==> config.mk <==
export PLATFORM = sky130hd
export DESIGN_NAME = fac_check
export DESIGN_NICKNAME = d
export VERILOG_FILES = /design/src/rtl/fac_pkg.sv /design/src/rtl/fac_check.sv
export SDC_FILE = /design/constraint.sdc
export NUM_CORES = 1
export LEC_CHECK = 0
export ABC_AREA = 1
export BUFFER_PORTS_ARGS = -buffer_cell sky130_fd_sc_hd__clkbuf_2
export CELL_PAD_IN_SITES_DETAIL_PLACEMENT = 0
export CELL_PAD_IN_SITES_GLOBAL_PLACEMENT = 1
export CORE_MARGIN = 2
export CORE_UTILIZATION = 28
export DETAILED_ROUTE_END_ITERATION = 12
export GPL_ROUTABILITY_DRIVEN = 0
export PLACE_DENSITY = 0.9
export SETUP_SLACK_MARGIN = 0.15
export SLEW_MARGIN = 15
export SYNTH_ARGS = -nofsm -noshare
export SYNTH_HDL_FRONTEND = slang
export SYNTH_SLANG_ARGS = --single-unit
==> constraint.sdc <==
create_clock -name vclk -period 8.9
set_clock_uncertainty 0.2 [all_clocks]
set_input_delay 1.335 -clock vclk [all_inputs]
set_output_delay 1.335 -clock vclk [all_outputs]
set_load 0.02 [all_outputs]
==> src/rtl/fac_pkg.sv <==
`default_nettype none

package fac_pkg;

	// result codes
	typedef enum logic [2:0] {
		V_KNOWN    = 3'd0,
		V_NEW      = 3'd1,
		V_NOMEM    = 3'd2,
		V_SHORT    = 3'd3,
		V_MISMATCH = 3'd4,
		V_FOREIGN  = 3'd5,
		V_FULL     = 3'd6
	} verdict_t;

	// configuration port
	localparam int CFG_IDX_W  = 2;
	localparam int CFG_DATA_W = 24;
	localparam logic [CFG_IDX_W-1:0] REG_MAX_MSG = 2'd0;
	localparam logic [CFG_IDX_W-1:0] REG_PREFIX  = 2'd1;

	// reset values of the registers
	localparam logic [15:0] MAX_MSG_RST = 16'd8216;
	localparam logic [23:0] PREFIX_RST  = 24'h00163E;

	// smallest length that carries a header
	localparam logic [15:0] HDR_BYTES = 16'd4;

	// search request from the front end to the table
	typedef struct packed {
		logic        start;
		logic [23:0] suffix;
	} search_req_t;

	// search result back to the front end
	typedef struct packed {
		logic       done;
		verdict_t   verdict;
		logic [7:0] index;
	} search_rsp_t;

endpackage

`default_nettype wire

==> src/rtl/fac_check.sv <==
`default_nettype none

// Admission checks on one frame descriptor, in priority order.
module fac_check (
	input  wire logic [15:0]      received_length,
	input  wire logic [31:0]      header_length,
	input  wire logic [47:0]      source_address,
	input  wire logic             memory_short,
	input  wire logic [15:0]      max_message_size,
	input  wire logic [23:0]      address_prefix,
	output fac_pkg::verdict_t     verdict,
	output logic                  pass
);
	import fac_pkg::*;

	logic [15:0] len;
	logic [15:0] len_m4;

	// truncate to the message size
	assign len    = (received_length < max_message_size) ? received_length : max_message_size;
	assign len_m4 = len - HDR_BYTES;

	// first failing check wins
	always_comb begin
		pass    = 1'b0;
		verdict = V_NOMEM;
		if (memory_short) begin
			verdict = V_NOMEM;
		end else if (len < HDR_BYTES) begin
			verdict = V_SHORT;
		end else if (header_length != {16'd0, len_m4}) begin
			verdict = V_MISMATCH;
		end else if (source_address[47:24] != address_prefix) begin
			verdict = V_FOREIGN;
		end else begin
			pass    = 1'b1;
			verdict = V_KNOWN;
		end
	end

endmodule

`default_nettype wire

**Word-level counts from Yosys, hierarchy flattened**

Cells that the tools add are included.

- $lt $le $gt $ge: 2
- Equal/unequal tests: 2
- Muxes and demuxes: 9
- Add/sub/neg operators: 1

Operators with widths:

| operator | count |
|---|---|
| 32-bit by 16-bit != test with 1-bit output | 1 |
| 24-bit != test | 1 |
| 16-bit < comparator | 1 |
| 16-bit by 3-bit < comparator with 1-bit output, second input constant | 1 |
| 16-bit two-way mux | 1 |
| 16-bit by 3-bit subtractor with 16-bit output, second input constant | 1 |
| 3-bit two-way mux | 4 |
| 1-bit two-way mux | 4 |

- Bits of input ports: 137
- Flip-flop bits (word level): 0

**Longest topological paths before layout**

- Depth after elaboration: 7
- Gate-level depth with buffers: 27
- Mapped depth without buffers: 27

**Worst setup path after synthesis**

Ideal clock, no wire load.

- Path kind: input-to-output
- Start point: input max_message_size[5]
- End point: output verdict[0]
- Cell stages on the path: 24
- Path buffers: 0
- Data arrival time: 4.007 ns
- Slack: 3.358 ns
- Path through: inv_1 -> ha_1 -> a21oi_1 -> nor2_1 -> nor3_2 -> nand2_2 -> nand2_4 -> nand2_4 -> nand2_1 -> nand2_1 -> ha_1 -> xor2_1 -> nand2_1 -> nor3b_1 -> nand2_1 -> inv_1 -> nand2_1 -> nor2_1 -> nand2_1 -> nor2_1 -> nand3_1 -> nor2_2 -> nand4_1 -> a21oi_1

- Cells in the longest elaborated chain, start to end: 7
- Elaborated cells on any way between the ends: 8
- Classes of those cells: add/sub (1); order compare (2); eq/ne (1); mux (4)

Ends and longest elaborated chain:

| item | RTL line | source |
|---|---|---|
| start: declaration | fac_check.sv:9 | `input wire logic [15:0] max_message_size,` |
| 16-bit < comparator | fac_check.sv:20 | `assign len = (received_length < max_message_size) ? received_length : max_message_size;` |
| 16-bit two-way mux * | fac_check.sv:20 |  |
| 16-bit by 3-bit subtractor with 16-bit output | fac_check.sv:21 | `assign len_m4 = len - HDR_BYTES;` |
| 32-bit by 16-bit != test with 1-bit output | fac_check.sv:31 | `end else if (header_length != {16'd0, len_m4}) begin` |
| 3-bit two-way mux | fac_check.sv:31 |  |
| 3-bit two-way mux * | fac_check.sv:29 | `end else if (len < HDR_BYTES) begin` |
| 3-bit two-way mux * | fac_check.sv:27 | `if (memory_short) begin` |
| end: declaration | fac_check.sv:11 | `output fac_pkg::verdict_t verdict,` |

Every way passes the cells marked *; elsewhere a longest branch is shown, timed or not.

**Final worst setup path**

- Start point: input max_message_size[15]
- End point: output verdict[0]

The elaborated chain is that of the path after synthesis.

==> run_results.csv <==
group,metric,value,unit
die,rows,29,
timing,holdWs,2.746,ns
cts,post_cts_buffers,0,
timing,setup_viol,0,
worst_setup_path,criticalPathCategory,"input pin to primary output",
route,vias,2325,
route,drt-initial-drc-count,68,
die,die_w,86.28,µm
route,antenna_violating_nets_post_route,0,
global_routing,grt_max_degree,20,
pwr,vdd_drop_max,25.44,µV
layout,n_sequential_cell,0,
worst_setup_path,cp_num_cells,24,
timing,worst_pin_slew,0.4871,ns
route,totalWireLength,5230,µm
worst_setup_path,crit_slowest_cell,"nor2_4",
timing,max_freq,159.2,MHz
timing,finalMaxSlewViolations,0,
logic_synthesis,yosys.cell_types.count,34,
logic_synthesis,synth_warnings,0,
route,drc,0,
die,core,6459,µm²
worst_setup_path,cp-end-kind,"primary output",
cts,hold_buffers,0,
hold_path,worstHoldStart,"memory_short",
pwr,leakage,1.541,nW
timing,slew_headroom,67.45,%
logic_synthesis,synth_fp_nets,487,
route,drtPass1Iterations,4,
global_routing,overflow,0,
logic_synthesis,yosysSeqAreaShare,0,%
worst_setup_path,slowest_delay,0.43,ns
die,start_util,29.35,%
cts,cts_resized,0,
placement,portBuffers,117,
worst_setup_path,crit_required,7.36,ns
layout,clkbuf_count,0,
global_routing,grt_pass1_vias,2215,
die,top_level_ports,141,
layout,fin_cells,525,
logic_synthesis,syn_inst,334,
hold_path,hp-class,"input pin to primary output",
layout,syn2layout_area_growth,33.73,%
die,dieArea,7444,µm²
logic_synthesis,synth_top_area_cell,"nand2_1",
placement,dp_cells,525,
worst_setup_path,critPathBufInv,4,
timing,rsz0062_at_grt,"no",
timing,hold_viol_final,0,
route,avgViaCountPerCell,4.429,
placement,hpwl,4826,µm
timing,setup_tns,0,ns
layout,diodes,0,
hold_path,hold_depth,3,
timing,fin_crit_sh,70.58,%
logic_synthesis,syn_area,1896,µm²
route,wire_per_inst,9.962,µm
logic_synthesis,synth.most_common_cell,"nand2_1",
logic_synthesis,synth_commonest_cells,"nand2_1, inv_1, nand3_1",
outcome,status,"complete, no violations",
layout,nets,603,
layout,fillers,719,
worst_setup_path,path_max_fanout,19,
pwr,powerDensity,55.74,nW/µm²
logic_synthesis,synth_area_leaders,"nand2_1, ha_1, inv_1, nand3_1, xnor2_1",
worst_setup_path,worstPathArrival,4.75,ns
logic_synthesis,avgSynthCellArea,5.675,µm²
layout,regArea,0,µm²
hold_path,min_to,"verdict[0]",
worst_setup_path,crit_path_frequent_cell,"nand2_1",
logic_synthesis,synth.top_cell.area_share,18.81,%
layout,drive_above_1_share,36.61,%
worst_setup_path,cp_top_family,"simple AND/OR/NAND/NOR gates",
global_routing,antenna_found_initial,0,
worst_setup_path,path_cells,"clkbuf_2 -> inv_1 -> ha_1 -> a21oi_1 -> o21ai_1 -> nor2_4 -> nand2_4 -> nand2_1 -> nand2_2 -> ha_1 -> xor2_1 -> nand2_1 -> nor3b_1 -> nand2_1 -> inv_1 -> nand2_1 -> nor2_1 -> nand2_1 -> nor2_1 -> nand3_1 -> nor2_2 -> nand4_1 -> a21oi_1 -> clkbuf_2",
run,maxCapViolations,0,
worst_setup_path,start_kind,"input pin",
global_routing,grt.total_usage,14.06,%
global_routing,grt_first_pass_wirelength,9101,µm
die,dieHeight,86.28,µm
timing,min_period,6.282,ns
-- per-stage QoR --
| stage | total power, mW | setup slack [ns] | area, µm² | utilization (%) |
|---|---|---|---|---|
| after detailed placement | 0.1420 | 2.620 | 2535 | 39.25 |
| final | 0.1413 | 2.618 | 2535 | 39.25 |
| after CTS | 0.1426 | 2.612 | 2535 | 39.25 |
| after global routing | 0.1626 | 2.187 | 2535 | 39.25 |
| after global placement | 0.1393 | 2.646 | 2535 | 39.25 |
| after floorplan | 0.1001 | 3.358 | 1896 | - |
-- cell families (layout without fill, tap and decap cells) --
group	Yosys count	in the layout	share of synthesized area [%]
adder cells (fa/ha/maj)	16	16	10.56
AND/OR/NAND/NOR	214	214	58.28
XOR/XNOR	24	24	11.09
buffers and inverters	62	176	13.93
AO/OA/AOI/OAI	18	18	6.139
-- power by group --
group / total [mW] / leakage (nW) / internal (mW) / switching [mW]
registers: 0 / 0 / 0 / 0
logic: 0.141 / 1.54 / 0.0599 / 0.0814
clock network: 0 / 0 / 0 / 0
-- placed cells by master (no fill, tap or decap), types with 5 or more instances in the layout --
master,count
a21oi_1,8
clkbuf_2,117
ha_1,16
inv_1,53
inv_2,6
nand2_1,95
nand2_2,15
nand2_4,7
nand3_1,32
nand3b_1,8
nand4_1,10
nor2_1,23
nor2_4,5
nor4_1,5
xnor2_1,12
xor2_1,12
-- worst max-delay path by stage --
stage	from	to
floorplan	max_message_size[5]	verdict[0]
global placement	max_message_size[9]	verdict[0]
detailed placement	max_message_size[9]	verdict[0]
CTS	max_message_size[9]	verdict[0]
global route	max_message_size[15]	verdict[0]
finish	max_message_size[15]	verdict[0]
-- layout make-up --
| class | instances | area [µm²] | area share (%) |
|---|---|---|---|
| Multi-Input combinational cell | 272 | 1632 | 64.36 |
| Timing Repair Buffer | 117 | 585.6 | 23.10 |
| Inverter | 59 | 221.5 | 8.736 |
| Tap cell | 77 | 96.34 | 3.801 |
-- routing by layer --
layer	share of wire, %	vias to the layer above	global-route usage [%]	routed length, µm
met5	0	-	0	0
met4	0.44	0	0.7102	23
met3	2.9	2	0.9524	154
met2	51	42	26.50	2667
met1	46	991	18.35	2383
li1	-	1290	-	-
Power figures use the tool's default switching activity.
